<file path="src/jsu_pkg.sv">
package jsu_pkg;

  localparam int PEND_DEPTH = 12;
  localparam int CNT_W      = 4;

  localparam logic [7:0] CH_BSL   = 8'h5C;
  localparam logic [7:0] CH_QUOTE = 8'h22;
  localparam logic [7:0] CH_SLASH = 8'h2F;
  localparam logic [7:0] CH_B     = 8'h62;
  localparam logic [7:0] CH_F     = 8'h66;
  localparam logic [7:0] CH_N     = 8'h6E;
  localparam logic [7:0] CH_R     = 8'h72;
  localparam logic [7:0] CH_T     = 8'h74;
  localparam logic [7:0] CH_U     = 8'h75;

  localparam logic [7:0] BS_CODE  = 8'h08;
  localparam logic [7:0] FF_CODE  = 8'h0C;
  localparam logic [7:0] LF_CODE  = 8'h0A;
  localparam logic [7:0] CR_CODE  = 8'h0D;
  localparam logic [7:0] TAB_CODE = 8'h09;

  localparam logic [5:0] HI_SURR_TAG = 6'b110110;
  localparam logic [5:0] LO_SURR_TAG = 6'b110111;
  localparam logic [20:0] SUPP_BASE  = 21'h10000;

  typedef enum logic [1:0] {
    S_IDLE,
    S_PARSE,
    S_EMIT,
    S_FLUSH
  } state_t;

  // bytes dropped from the head of the pending buffer after a decision
  typedef enum logic [1:0] {
    CONS_1,
    CONS_2,
    CONS_6,
    CONS_12
  } cons_t;

  typedef struct packed {
    logic load;
    logic decide;
    logic emit;
    logic flush;
  } cmd_t;

  typedef struct packed {
    logic dec_done;
    logic hold_valid;
    logic can_push;
    logic seq_last;
  } sts_t;

  // {valid, value}
  function automatic logic [4:0] hex_nib(input logic [7:0] c);
    logic [4:0] r;
    r = 5'd0;
    if (c >= 8'h30 && c <= 8'h39) r = {1'b1, c[3:0]};
    else if ((c >= 8'h61 && c <= 8'h66) || (c >= 8'h41 && c <= 8'h46))
      r = {1'b1, c[3:0] + 4'd9};
    return r;
  endfunction

  // {valid, 16-bit value}
  function automatic logic [16:0] hex_quad(input logic [7:0] c3, input logic [7:0] c2,
                                           input logic [7:0] c1, input logic [7:0] c0);
    logic [4:0] n3, n2, n1, n0;
    n3 = hex_nib(c3);
    n2 = hex_nib(c2);
    n1 = hex_nib(c1);
    n0 = hex_nib(c0);
    return {n3[4] & n2[4] & n1[4] & n0[4], n3[3:0], n2[3:0], n1[3:0], n0[3:0]};
  endfunction

endpackage

</file>
<file path="src/jsu_ctrl.sv">
module jsu_ctrl (
  input  logic          clk,
  input  logic          rst_n,
  input  logic          in_tvalid,
  output logic          in_tready,
  input  jsu_pkg::sts_t sts,
  output jsu_pkg::cmd_t cmd
);

  jsu_pkg::state_t state_r, state_nxt;

  always_ff @(posedge clk) begin
    if (!rst_n) begin
      state_r <= jsu_pkg::S_IDLE;
    end else begin
      state_r <= state_nxt;
    end
  end

  always_comb begin
    state_nxt = state_r;
    unique case (state_r)
      jsu_pkg::S_IDLE: begin
        if (in_tvalid) state_nxt = jsu_pkg::S_PARSE;
      end
      jsu_pkg::S_PARSE: begin
        state_nxt = sts.dec_done ? jsu_pkg::S_FLUSH : jsu_pkg::S_EMIT;
      end
      jsu_pkg::S_EMIT: begin
        if ((!sts.hold_valid || sts.can_push) && sts.seq_last) state_nxt = jsu_pkg::S_PARSE;
      end
      jsu_pkg::S_FLUSH: begin
        if (!sts.hold_valid || sts.can_push) state_nxt = jsu_pkg::S_IDLE;
      end
      default: state_nxt = jsu_pkg::S_IDLE;
    endcase
  end

  always_comb begin
    cmd       = '0;
    in_tready = 1'b0;
    unique case (state_r)
      jsu_pkg::S_IDLE: begin
        in_tready = 1'b1;
        cmd.load  = in_tvalid;
      end
      jsu_pkg::S_PARSE: begin
        cmd.decide = !sts.dec_done;
      end
      jsu_pkg::S_EMIT: begin
        cmd.emit = !sts.hold_valid || sts.can_push;
      end
      jsu_pkg::S_FLUSH: begin
        cmd.flush = sts.hold_valid && sts.can_push;
      end
      default: ;
    endcase
  end

endmodule

</file>
<file path="src/jsu_datapath.sv">
module jsu_datapath (
  input  logic          clk,
  input  logic          rst_n,
  input  logic [7:0]    in_tdata,
  input  logic          in_tlast,
  output logic          out_tvalid,
  input  logic          out_tready,
  output logic [7:0]    out_tdata,
  output logic          out_tlast,
  output logic          out_tuser,
  input  jsu_pkg::cmd_t cmd,
  output jsu_pkg::sts_t sts
);

  localparam int D = jsu_pkg::PEND_DEPTH;
  localparam int W = jsu_pkg::CNT_W;

  logic [7:0]   buf_r [D];
  logic [7:0]   buf_nxt [D];
  logic [W-1:0] cnt_r, cnt_nxt;
  logic         fin_r;

  logic [7:0]   seq_r [4];
  logic [1:0]   len_r;
  logic [1:0]   idx_r;
  logic [7:0]   hold_r;
  logic         hold_vld_r;

  logic         out_vld_r;
  logic [7:0]   out_byte_r;
  logic         out_last_r;
  logic         out_end_r;

  // decoder on the head of the pending buffer
  logic          dec_done;
  logic [7:0]    dec_seq [4];
  logic [1:0]    dec_len;
  jsu_pkg::cons_t dec_cons;
  logic          fail;
  logic [16:0]   hq1, hq2;
  logic [15:0]   cp1, cp2;
  logic [20:0]   full;
  logic          pair_ok;

  assign hq1 = jsu_pkg::hex_quad(buf_r[2], buf_r[3], buf_r[4], buf_r[5]);
  assign hq2 = jsu_pkg::hex_quad(buf_r[8], buf_r[9], buf_r[10], buf_r[11]);
  assign cp1 = hq1[15:0];
  assign cp2 = hq2[15:0];
  assign full = jsu_pkg::SUPP_BASE + {1'b0, cp1[9:0], cp2[9:0]};
  assign pair_ok = (buf_r[6] == jsu_pkg::CH_BSL) && (buf_r[7] == jsu_pkg::CH_U) && hq2[16]
                   && (cp2[15:10] == jsu_pkg::LO_SURR_TAG);

  always_comb begin
    dec_done = 1'b0;
    dec_seq  = '{default: 8'h00};
    dec_len  = 2'd0;
    dec_cons = jsu_pkg::CONS_1;
    fail     = 1'b0;
    if (cnt_r == '0) begin
      dec_done = 1'b1;
    end else if (buf_r[0] != jsu_pkg::CH_BSL) begin
      dec_seq[0] = buf_r[0];
    end else if (cnt_r < W'(2)) begin
      // lone backslash: goes out literally only at end of string
      if (fin_r) dec_seq[0] = jsu_pkg::CH_BSL;
      else dec_done = 1'b1;
    end else begin
      dec_cons = jsu_pkg::CONS_2;
      case (buf_r[1])
        jsu_pkg::CH_QUOTE: dec_seq[0] = jsu_pkg::CH_QUOTE;
        jsu_pkg::CH_BSL:   dec_seq[0] = jsu_pkg::CH_BSL;
        jsu_pkg::CH_SLASH: dec_seq[0] = jsu_pkg::CH_SLASH;
        jsu_pkg::CH_B:     dec_seq[0] = jsu_pkg::BS_CODE;
        jsu_pkg::CH_F:     dec_seq[0] = jsu_pkg::FF_CODE;
        jsu_pkg::CH_N:     dec_seq[0] = jsu_pkg::LF_CODE;
        jsu_pkg::CH_R:     dec_seq[0] = jsu_pkg::CR_CODE;
        jsu_pkg::CH_T:     dec_seq[0] = jsu_pkg::TAB_CODE;
        jsu_pkg::CH_U: begin
          if (cnt_r < W'(6)) begin
            if (fin_r) fail = 1'b1;
            else dec_done = 1'b1;
          end else if (!hq1[16]) begin
            fail = 1'b1;
          end else if (cp1[15:10] == jsu_pkg::HI_SURR_TAG) begin
            if (cnt_r < W'(D)) begin
              if (fin_r) fail = 1'b1;
              else dec_done = 1'b1;
            end else if (pair_ok) begin
              dec_seq[0] = {5'b11110, full[20:18]};
              dec_seq[1] = {2'b10, full[17:12]};
              dec_seq[2] = {2'b10, full[11:6]};
              dec_seq[3] = {2'b10, full[5:0]};
              dec_len    = 2'd3;
              dec_cons   = jsu_pkg::CONS_12;
            end else begin
              fail = 1'b1;
            end
          end else begin
            dec_cons = jsu_pkg::CONS_6;
            if (cp1 < 16'h0080) begin
              dec_seq[0] = cp1[7:0];
            end else if (cp1 < 16'h0800) begin
              dec_seq[0] = {3'b110, cp1[10:6]};
              dec_seq[1] = {2'b10, cp1[5:0]};
              dec_len    = 2'd1;
            end else begin
              dec_seq[0] = {4'b1110, cp1[15:12]};
              dec_seq[1] = {2'b10, cp1[11:6]};
              dec_seq[2] = {2'b10, cp1[5:0]};
              dec_len    = 2'd2;
            end
          end
        end
        default: begin
          dec_seq[0] = jsu_pkg::CH_BSL;
          dec_seq[1] = buf_r[1];
          dec_len    = 2'd1;
        end
      endcase
      // failed escape: backslash goes out alone, rest is reparsed
      if (fail) begin
        dec_seq  = '{default: 8'h00};
        dec_seq[0] = jsu_pkg::CH_BSL;
        dec_len  = 2'd0;
        dec_cons = jsu_pkg::CONS_1;
      end
    end
  end

  // pending buffer: append at the tail, drop from the head
  always_comb begin
    buf_nxt = buf_r;
    cnt_nxt = cnt_r;
    if (cmd.load) begin
      buf_nxt[cnt_r] = in_tdata;
      cnt_nxt = cnt_r + W'(1);
    end else if (cmd.decide) begin
      for (int i = 0; i < D; i++) begin
        case (dec_cons)
          jsu_pkg::CONS_1: if (i + 1 < D) buf_nxt[i] = buf_r[i + 1];
          jsu_pkg::CONS_2: if (i + 2 < D) buf_nxt[i] = buf_r[i + 2];
          jsu_pkg::CONS_6: if (i + 6 < D) buf_nxt[i] = buf_r[i + 6];
          default: ;
        endcase
      end
      case (dec_cons)
        jsu_pkg::CONS_1: cnt_nxt = cnt_r - W'(1);
        jsu_pkg::CONS_2: cnt_nxt = cnt_r - W'(2);
        jsu_pkg::CONS_6: cnt_nxt = cnt_r - W'(6);
        default:         cnt_nxt = '0;
      endcase
    end
  end

  always_ff @(posedge clk) begin
    buf_r <= buf_nxt;
    if (cmd.load) fin_r <= in_tlast;
    if (cmd.decide) begin
      seq_r <= dec_seq;
      len_r <= dec_len;
    end
    if (cmd.emit) hold_r <= seq_r[idx_r];
    // output register only loads when the held byte actually moves out
    if ((cmd.emit && hold_vld_r) || cmd.flush) begin
      out_byte_r <= hold_r;
      out_last_r <= cmd.flush;
      out_end_r  <= cmd.flush && fin_r;
    end
  end

  always_ff @(posedge clk) begin
    if (!rst_n) begin
      cnt_r      <= '0;
      idx_r      <= '0;
      hold_vld_r <= 1'b0;
      out_vld_r  <= 1'b0;
    end else begin
      cnt_r <= cnt_nxt;
      if (cmd.decide) idx_r <= '0;
      else if (cmd.emit) idx_r <= idx_r + 2'd1;
      if (cmd.emit) hold_vld_r <= 1'b1;
      else if (cmd.flush) hold_vld_r <= 1'b0;
      // held byte moves out only once the next one (or end of run) is known
      if ((cmd.emit && hold_vld_r) || cmd.flush) out_vld_r <= 1'b1;
      else if (out_tready) out_vld_r <= 1'b0;
    end
  end

  assign sts.dec_done   = dec_done;
  assign sts.hold_valid = hold_vld_r;
  assign sts.can_push   = !out_vld_r || out_tready;
  assign sts.seq_last   = (idx_r == len_r);

  assign out_tvalid = out_vld_r;
  assign out_tdata  = out_byte_r;
  assign out_tlast  = out_last_r;
  assign out_tuser  = out_end_r;

endmodule

</file>
<file path="src/json_string_unescape_unit.sv">
// channel | direction | tdata           | tlast      | tuser
// in_     | slave     | [7:0] in_byte   | is_final   | -
// out_    | master    | [7:0] out_byte  | run_last   | string_end
//
// An input byte is taken while idle, then the head of the pending buffer is
// decided and each resulting output byte is emitted, and the run is closed by
// an empty decision and a flush. Replays after a failed escape decide the
// reparsed bytes again.
// Synchronous reset empties the pending buffer and the output stage.
// A stalled out_tready holds the sequencer; in_tready is high only when idle.
module json_string_unescape_unit (
  input  logic       clk,
  input  logic       rst_n,
  input  logic       in_tvalid,
  output logic       in_tready,
  input  logic [7:0] in_tdata,   // [7:0] in_byte
  input  logic       in_tlast,
  output logic       out_tvalid,
  input  logic       out_tready,
  output logic [7:0] out_tdata,  // [7:0] out_byte
  output logic       out_tlast,
  output logic       out_tuser   // [0] string_end
);

  jsu_pkg::cmd_t cmd;
  jsu_pkg::sts_t sts;

  jsu_ctrl u_ctrl (
    .clk       (clk),
    .rst_n     (rst_n),
    .in_tvalid (in_tvalid),
    .in_tready (in_tready),
    .sts       (sts),
    .cmd       (cmd)
  );

  jsu_datapath u_dp (
    .clk        (clk),
    .rst_n      (rst_n),
    .in_tdata   (in_tdata),
    .in_tlast   (in_tlast),
    .out_tvalid (out_tvalid),
    .out_tready (out_tready),
    .out_tdata  (out_tdata),
    .out_tlast  (out_tlast),
    .out_tuser  (out_tuser),
    .cmd        (cmd),
    .sts        (sts)
  );

endmodule

</file>
<file path="config.mk">
export PLATFORM = sky130hd
export DESIGN_NAME = json_string_unescape_unit
export DESIGN_NICKNAME = d
export VERILOG_FILES = /design/src/jsu_pkg.sv /design/src/jsu_ctrl.sv /design/src/jsu_datapath.sv /design/src/json_string_unescape_unit.sv
export SDC_FILE = /design/constraint.sdc
export NUM_CORES = 1
export LEC_CHECK = 0
export BUFFER_PORTS_ARGS = -buffer_cell sky130_fd_sc_hd__buf_2
export CAP_MARGIN = 20
export CELL_PAD_IN_SITES_DETAIL_PLACEMENT = 1
export CELL_PAD_IN_SITES_GLOBAL_PLACEMENT = 1
export CORE_AREA = 2 2 117 176
export CTS_BUF_LIST = sky130_fd_sc_hd__clkbuf_8
export DETAILED_ROUTE_END_ITERATION = 8
export DIE_AREA = 0 0 119 178
export GPL_TIMING_DRIVEN = 0
export HOLD_SLACK_MARGIN = 0.02
export PLACE_DENSITY = 0.87
export SETUP_SLACK_MARGIN = 0.02
export SKIP_CTS_REPAIR_TIMING = 1
export SYNTH_ARGS = -nofsm -noshare
export SYNTH_HDL_FRONTEND = slang
export SYNTH_SLANG_ARGS = --single-unit
</file>
<file path="constraint.sdc">
create_clock -name clk -period 15.5 [get_ports clk]
set_clock_uncertainty 0.15 [all_clocks]
set_input_delay 1.55 -clock clk [delete_from_list [all_inputs] [get_ports clk]]
set_output_delay 1.55 -clock clk [all_outputs]
set_load 0.05 [all_outputs]
</file>
# == After elaboration in Yosys (flattened, before gate mapping) ==
# Cells that the tools add are included.
# Widths: inputs -> output; s select.
# word_totals
latch_bits,0
elab_cells,305
input_bits,13
mem_bits_ro,0
mem_count,0
ramBits,0
out_inout_bits,12
register_bits,159
# classes
n_mul,0
reduce_logical,65
n_bitwise,13
n_mux,106
n_shift,0
n_lt_le_gt_ge,56
n_eq_ne,23
div_mod_pow,0
addsub,14
# op_table
operator,count
$mux 88,2
$mux 32,5
$pmux 8 s3,6
$ge 8x7->1 const B,16
$le 8x7->1 const B,16
$bwmux 96,1
$mux 5,16
$pmux 8 s2,5
$eq 8x7->1 const B,9
$mux 8,9
$ge 8x6->1 const B,8
$le 8x6->1 const B,8
$pmux 8 s8,1
$mux 2,20
$add 4x4->4 const B,8
$demux 8 s4,1
$logic_and 1x1->1,32
$mux 16,2
$mux 1,29
$mux 24,1
$add 17x20->21 const A,1
$bmux 8 s2,1
$eq 8x6->1 const B,2
$lt 16x12->1 const B,1
44 further kinds,77

# == Depth between registers and ports, before layout ==
# logic_depth
ltp_word,27
ltp_mapped,19
ltp_nobuf,17

# == Cells and area by module ==
# A second synthesis with hierarchy kept.
# hier_totals
hier_cells,1003
hier_area_um2,10144.7
# by_module_without_submodules
mod,seq_area_each_um2,area_per_inst_um2,n_inst,cells_each
jsu_datapath,4574.4,10005.8,1,985
jsu_ctrl,40.0,138.9,1,18

# == Worst setup path after synthesis ==
# OpenSTA, ideal clock, no wires.
# synth_path
kind,reg2reg
start,reg u_dp.buf_r[48] (netlist bit)
end,"reg u_dp.buf_r[16] (netlist bit), enable pin"
n_path_buf,2
required_time_ns,14.975
period_less_slack_ns,4.880
arrival_ns,4.356
stages_incl_launch_ff,16
setup_slack_ns,10.620
setup_ns,0.375
cell_sequence,edfxtp_1 > inv_1 > ha_1 > o21bai_4 > a2111oi_4 > o21ba_2 > or4_4 > or2_0 > a2bb2oi_1 > a21o_1 > nor2_1 > ha_1 > clkbuf_1 > clkbuf_1 > nor2_1 > o21bai_1
# synth_via
elab_chain_cells,19
word_cells_on_any_way,39
cone_classes,6 x order compare; 1 x eq/ne; 22 x mux; 1 x bitwise; 9 x reduce/logical
# synth_rtl
element,line,rtl
from (decl),jsu_datapath.sv:18,logic [7:0] buf_r [D];
from (signal assigned),jsu_datapath.sv:156,buf_r <= buf_nxt;
$ge 8x7->1 or $le 8x7->1 (tied branches),jsu_pkg.sv:60,else if ((c >= 8'h61 && c <= 8'h66) || (c >= 8'h41 && c <= 8'h46))
$logic_and 1x1->1,jsu_pkg.sv:60,
$logic_or 1x1->1,jsu_pkg.sv:60,
$mux 5,jsu_pkg.sv:60,
$mux 5 (*),jsu_pkg.sv:59,"if (c >= 8'h30 && c <= 8'h39) r = {1'b1, c[3:0]};"
$and 1x1->1 (*),jsu_pkg.sv:73,"return {n3[4] & n2[4] & n1[4] & n0[4], n3[3:0], n2[3:0], n1[3:0], n0[3:0]};"
$mux 1,jsu_datapath.sv:82,end else if (!hq1[16]) begin
$mux 1,jsu_datapath.sv:79,if (cnt_r < W'(6)) begin
(+3 left out),-,
$mux 1,jsu_datapath.sv:59,if (cnt_r == '0) begin
$mux 2,jsu_datapath.sv:121,if (fail) begin
$mux 2,jsu_datapath.sv:63,end else if (cnt_r < W'(2)) begin
$mux 2,jsu_datapath.sv:61,end else if (buf_r[0] != jsu_pkg::CH_BSL) begin
$mux 2,jsu_datapath.sv:59,
$eq 2x1->1 or $logic_not 2->1 (tied branches),jsu_datapath.sv:139,case (dec_cons)
$reduce_bool 3->1 (no source line),-,
$reduce_and 2->1 (no source line) (*),-,
# Mark *: on every way between the ends. The rest lies on a longest branch, timed or not. The select of a mux whose other input is x is not followed.
# A chain may end at the register's enable or synchronous reset.

# == Worst setup path in the final report ==
# layout_path
start,reg u_dp.buf_r[8] (netlist bit)
end,"reg u_dp.buf_r[25] (netlist bit), enable pin"
# layout_via
elab_chain_cells,25
word_cells_on_any_way,39
cone_classes,6 x order compare; 1 x eq/ne; 21 x mux; 2 x bitwise; 9 x reduce/logical
# layout_rtl
element,line,rtl
$ge 8x7->1 or $le 8x7->1 (tied branches),jsu_pkg.sv:60,
$logic_and 1x1->1,jsu_pkg.sv:60,
$logic_or 1x1->1,jsu_pkg.sv:60,
$mux 5,jsu_pkg.sv:60,
$mux 5 (*),jsu_pkg.sv:59,
$and 1x1->1 (*) (2 in a row),jsu_pkg.sv:73,
$logic_and 1x1->1 (*),jsu_datapath.sv:50,assign pair_ok = (buf_r[6] == jsu_pkg::CH_BSL) && (buf_r[7] == jsu_pkg::CH_U) && hq2[16]
$logic_and 1x1->1 (*),jsu_datapath.sv:51,&& (cp2[15:10] == jsu_pkg::LO_SURR_TAG);
(+8 left out),-,
$mux 1,jsu_datapath.sv:59,
$mux 2 (*),jsu_datapath.sv:121,
$mux 2 (*),jsu_datapath.sv:63,
$mux 2 (*),jsu_datapath.sv:61,
$mux 2 (*),jsu_datapath.sv:59,
$eq 2x1->1 or $logic_not 2->1 (tied branches),jsu_datapath.sv:139,
$reduce_bool 3->1 (no source line) (*),-,
$reduce_and 2->1 (no source line) (*),-,
# Marks and branches as above.

==> key figures <==
Critical path
  – Critical path arrival: 6.33 ns
  – CP dominant cell by count: clkbuf_1
  – Startpoint Class: flip-flop
  – Slowest CP cell: o21bai_1
  – CP delay by family, top: compound AO/OA/AOI/OAI gates
  – Worst path max stage delay: 0.73 ns
  – Critical path class: flip-flop to flip-flop
  – CP Capture Type: flip-flop
  – Req. time, crit path: 15.48 ns
  – Critical-path cell list: clkbuf_1, inv_1, ha_1, o21bai_1, a2111oi_1, a21oi_1, nor2_1, a211oi_1, a2bb2oi_1, a21o_1, or2_2, ha_1, clkbuf_1, clkbuf_1, nor2_1, o21bai_1
  – Max Fanout on Critical Path: 10
  – Bufs and invs on worst path: 4

CTS
  – CTS buffer count: 17
  – Bufs on Longest Clock Path: 2
  – CTS Root Cell: clkbuf_8
  – H-tree depth: 4
  – Clk sinks: 157
  – CTS tree: done
  – Clock Pin Slew Worst Setup and Hold Paths: 0.09 ns
  – Clock Latency Late Sink: 0.50 ns

Global route
  – Global route hottest layer: met2
  – Tot GR Track Use: 38.8%
  – Met2 Resource Use GR: 67.3%
  – First-pass GRT wire length: 60600 um
  – Vias in the first global route: 10100
  – Total global routing overflow: 0
  – Initial antenna violation count: 0
  – Met3 usage: 7.29%
  – Met1 Track Usage GR: 41.7%
  – Largest net degree at the start of global routing: 33

Synth
  – Gate Count Post-Synth: 1126
  – Post-Syn Area: 0.0106 mm^2
  – FFs w/ async S/R, synth: 0%
  – Syn Nets: 1181
  – Synth Area per Inst: 9.41 um^2
  – Ys flop type: edfxtp_1
  – Post-synth EDFFs: 147
  – Seq/Total Area, Yosys: 43.5%
  – Yosys warning total: 0
  – Synth Register Bits: 157
  – Count of cell types in the netlist: 80

Placed design
  – Final HPWL DP: 29600 um
  – Routability cong.: 1.04
  – Placed instance count: 1411
  – IO buf count: 24

Routing
  – Via density: 6.83
  – DR WL/cell: 27.9 um
  – Vias: 9870
  – Final ANT Viol Nets: 0
  – DR DRC count: 0
  – First-pass DRT Iterations: 5
  – 1st-iter DRT viols: 1033
  – Routed Wire Length: 40300 um

Floorplan
  – Core area: 0.0196 mm^2
  – Initial Util: 54.0%
  – Die height: 178 um
  – I/O Pins: 25
  – Die W: 119 um
  – Core Rows: 63
  – Die Area: 0.0212 mm^2

Final layout
  – Syn-to-layout area delta: 8.87%
  – Antenna cells: 0
  – NumNets Final: 1227
  – Layout Utilization: 58.8%
  – Final std cells w/o fill: 1445
  – Fraction of layout cells with a size suffix above 1: 9.54%

STA
  – Max Clk Rate: 157 MHz
  – Min Tclk post-route: 6.35 ns
  – Final Hold Vio Count: 0
  – Final Max Slew Viols: 0
  – Relative slew slack: 18.6%
  – Final period util: 41.0%
  – RSZ-0062 raised after global routing: no
  – Setup tns final: 0 ns
  – Worst-margin pin slew: 1.21 ns
  – Final setup violation count: 0
  – Hold WS: 0.282 ns

Run status
  – Outcome: completed

Flow run
  – Max Cap Viol: 0

Power and ir drop
  – Comb pwr share: 29.8%
  – Switching Share: 39.3%
  – Flop pwr share: 46.1%
  – PD cells: 128 mW/mm^2
  – Worst VDD drop: 0.0000613 V
  – Clock power frac: 24.1%
  – Leakage: 3.70 nW
  – Cell internal power dissipation: 0.000895 W
  – Switching power: 0.000581 W

Min path
  – HP Class: flip-flop to flip-flop
-- cells by family after synthesis --
family / count (synthesis) / synth area share, %
compound gates: 347 / 21.4
xor+xnor: 12 / 0.992
buf+inv: 107 / 3.98
flops: 157 / 43.5
mux: 50 / 5.73
fa+ha+maj: 42 / 4.96
simple gates: 411 / 19.4
-- final cells by class --
| class | instances | area (um^2) |
|---|---|---|
| clock inverter | 15 | 211 |
| tap | 260 | 325 |
| inverter | 30 | 113 |
| clock buffer | 17 | 234 |
| timing repair buffer | 27 | 164 |
| buffer | 77 | 309 |
| sequential | 157 | 4610 |
| multi-input combinational | 862 | 5570 |
| fill | 2248 | 8090 |
-- power by group through the flow --
| stage | sequential (W) | combinational, W | clock [W] |
|---|---|---|---|
| 6_report | 0.000680 | 0.000440 | 0.000355 |
| 5_1_grt | 0.000679 | 0.000472 | 0.000371 |
| 4_1_cts | 0.000672 | 0.000425 | 0.000359 |
| 3_5_place_dp | 0.000681 | 0.000418 | 0 |
| 3_3_place_gp | 0.000677 | 0.000399 | 0 |
| 2_1_floorplan | 0.000626 | 0.000292 | 0 |
-- worst register-to-register path, cell delays in order, from the launching register on --
cell       delay (ns)
edfxtp_1         0.41
clkbuf_1         0.45
inv_1            0.17
ha_1             0.25
o21bai_1         0.17
a2111oi_1        0.17
a21oi_1          0.35
nor2_1           0.11
a211oi_1         0.35
a2bb2oi_1        0.57
a21o_1           0.35
or2_2            0.18
ha_1             0.22
clkbuf_1         0.52
clkbuf_1         0.60
nor2_1           0.23
o21bai_1         0.73
-- final timing paths --
kind / startpoint / end / slack, ns / depth (start not counted)
min reg2reg: u_dp.hold_r[0] / u_dp.out_tdata[0] / 0.28 / 0
min: u_dp.hold_r[0] / u_dp.out_tdata[0] / 0.28 / 0
max reg2reg: u_dp.buf_r[8] / u_dp.buf_r[25] / 9.15 / 16
max: u_dp.buf_r[8] / u_dp.buf_r[25] / 9.15 / 16
-- layer usage --
layer | share of wire (%) | vias to the layer above | wire, um
li1 | - | 4275 | -
met1 | 35 | 4790 | 14000
met2 | 49 | 585 | 19900
met3 | 7.2 | 220 | 2900
met4 | 8.5 | 0 | 3430
met5 | 0 | - | 0
-- through the flow --
stage / power [W] / instance area (um^2) / setup WS [ns]
floorplan: 0.000918 / 10600 / 10.62
global route: 0.00152 / 11500 / 8.90
detailed placement: 0.00110 / 11100 / 9.30
CTS: 0.00146 / 11500 / 9.26
finish: 0.00148 / 11500 / 9.15
global placement: 0.00108 / 11000 / 9.42
-- placed cells by master (no fill, tap or decap), drive strengths merged, types with 34 or more instances in the layout --
master,netlist,layout
a21oi,45,45
a22oi,56,56
buf,9,35
clkbuf,68,86
edfxtp,147,147
ha,42,42
inv,29,34
mux2i,37,37
nand2,189,189
nor2,62,62
o21ai,151,151
-- cell usage after synthesis, types with 4 or more instances --
| cell | number | area share (%) |
|---|---|---|
| and2_1 | 18 | 1.1 |
| xnor2_1 | 7 | 0.58 |
| buf_2 | 4 | 0.19 |
| a21oi_2 | 4 | 0.33 |
| nand3_1 | 14 | 0.66 |
| a211oi_1 | 9 | 0.64 |
| or3_1 | 7 | 0.41 |
| mux2i_1 | 37 | 3.5 |
| or2_2 | 6 | 0.35 |
| inv_1 | 29 | 1.0 |
| nor2_1 | 62 | 2.2 |
| nand4_1 | 11 | 0.65 |
| o21bai_1 | 15 | 1.1 |
| nand2_1 | 189 | 6.7 |
| o211ai_1 | 7 | 0.50 |
| a22oi_1 | 56 | 4.0 |
| o21ai_0 | 145 | 6.8 |
| edfxtp_1 | 147 | 42 |
| o21a_1 | 4 | 0.28 |
| nor3_1 | 19 | 0.90 |
| mux2_2 | 5 | 0.53 |
| nor2b_1 | 13 | 0.77 |
| nor4bb_1 | 8 | 0.76 |
| clkbuf_1 | 68 | 2.4 |
| ha_1 | 42 | 5.0 |
| nand4bb_1 | 4 | 0.42 |
| nor4b_1 | 7 | 0.58 |
| dfxtp_1 | 10 | 1.9 |
| and3_1 | 13 | 0.77 |
| nor4_1 | 6 | 0.35 |
| o21ai_2 | 5 | 0.41 |
| nand2b_1 | 9 | 0.53 |
| a2bb2oi_1 | 6 | 0.50 |
| xor2_1 | 5 | 0.41 |
| a221oi_1 | 4 | 0.33 |
| nor3b_1 | 4 | 0.28 |
| mux4_2 | 8 | 1.7 |
| a21oi_1 | 41 | 1.9 |
| a31oi_1 | 10 | 0.59 |
-- state kept, by name, indices dropped and copies added, names as in the netlist --
name             count
u_dp.hold_r          8
u_dp.out_tdata       8
u_dp.len_r           2
u_dp.idx_r           2
u_dp.out_tlast       1
u_dp.out_tvalid      1
u_ctrl.state_r       2
u_dp.cnt_r           4
u_dp.out_tuser       1
u_dp.seq_r          30
u_dp.buf_r          96
u_dp.hold_vld_r      1
u_dp.fin_r           1
(Power assumes the default switching activity.)
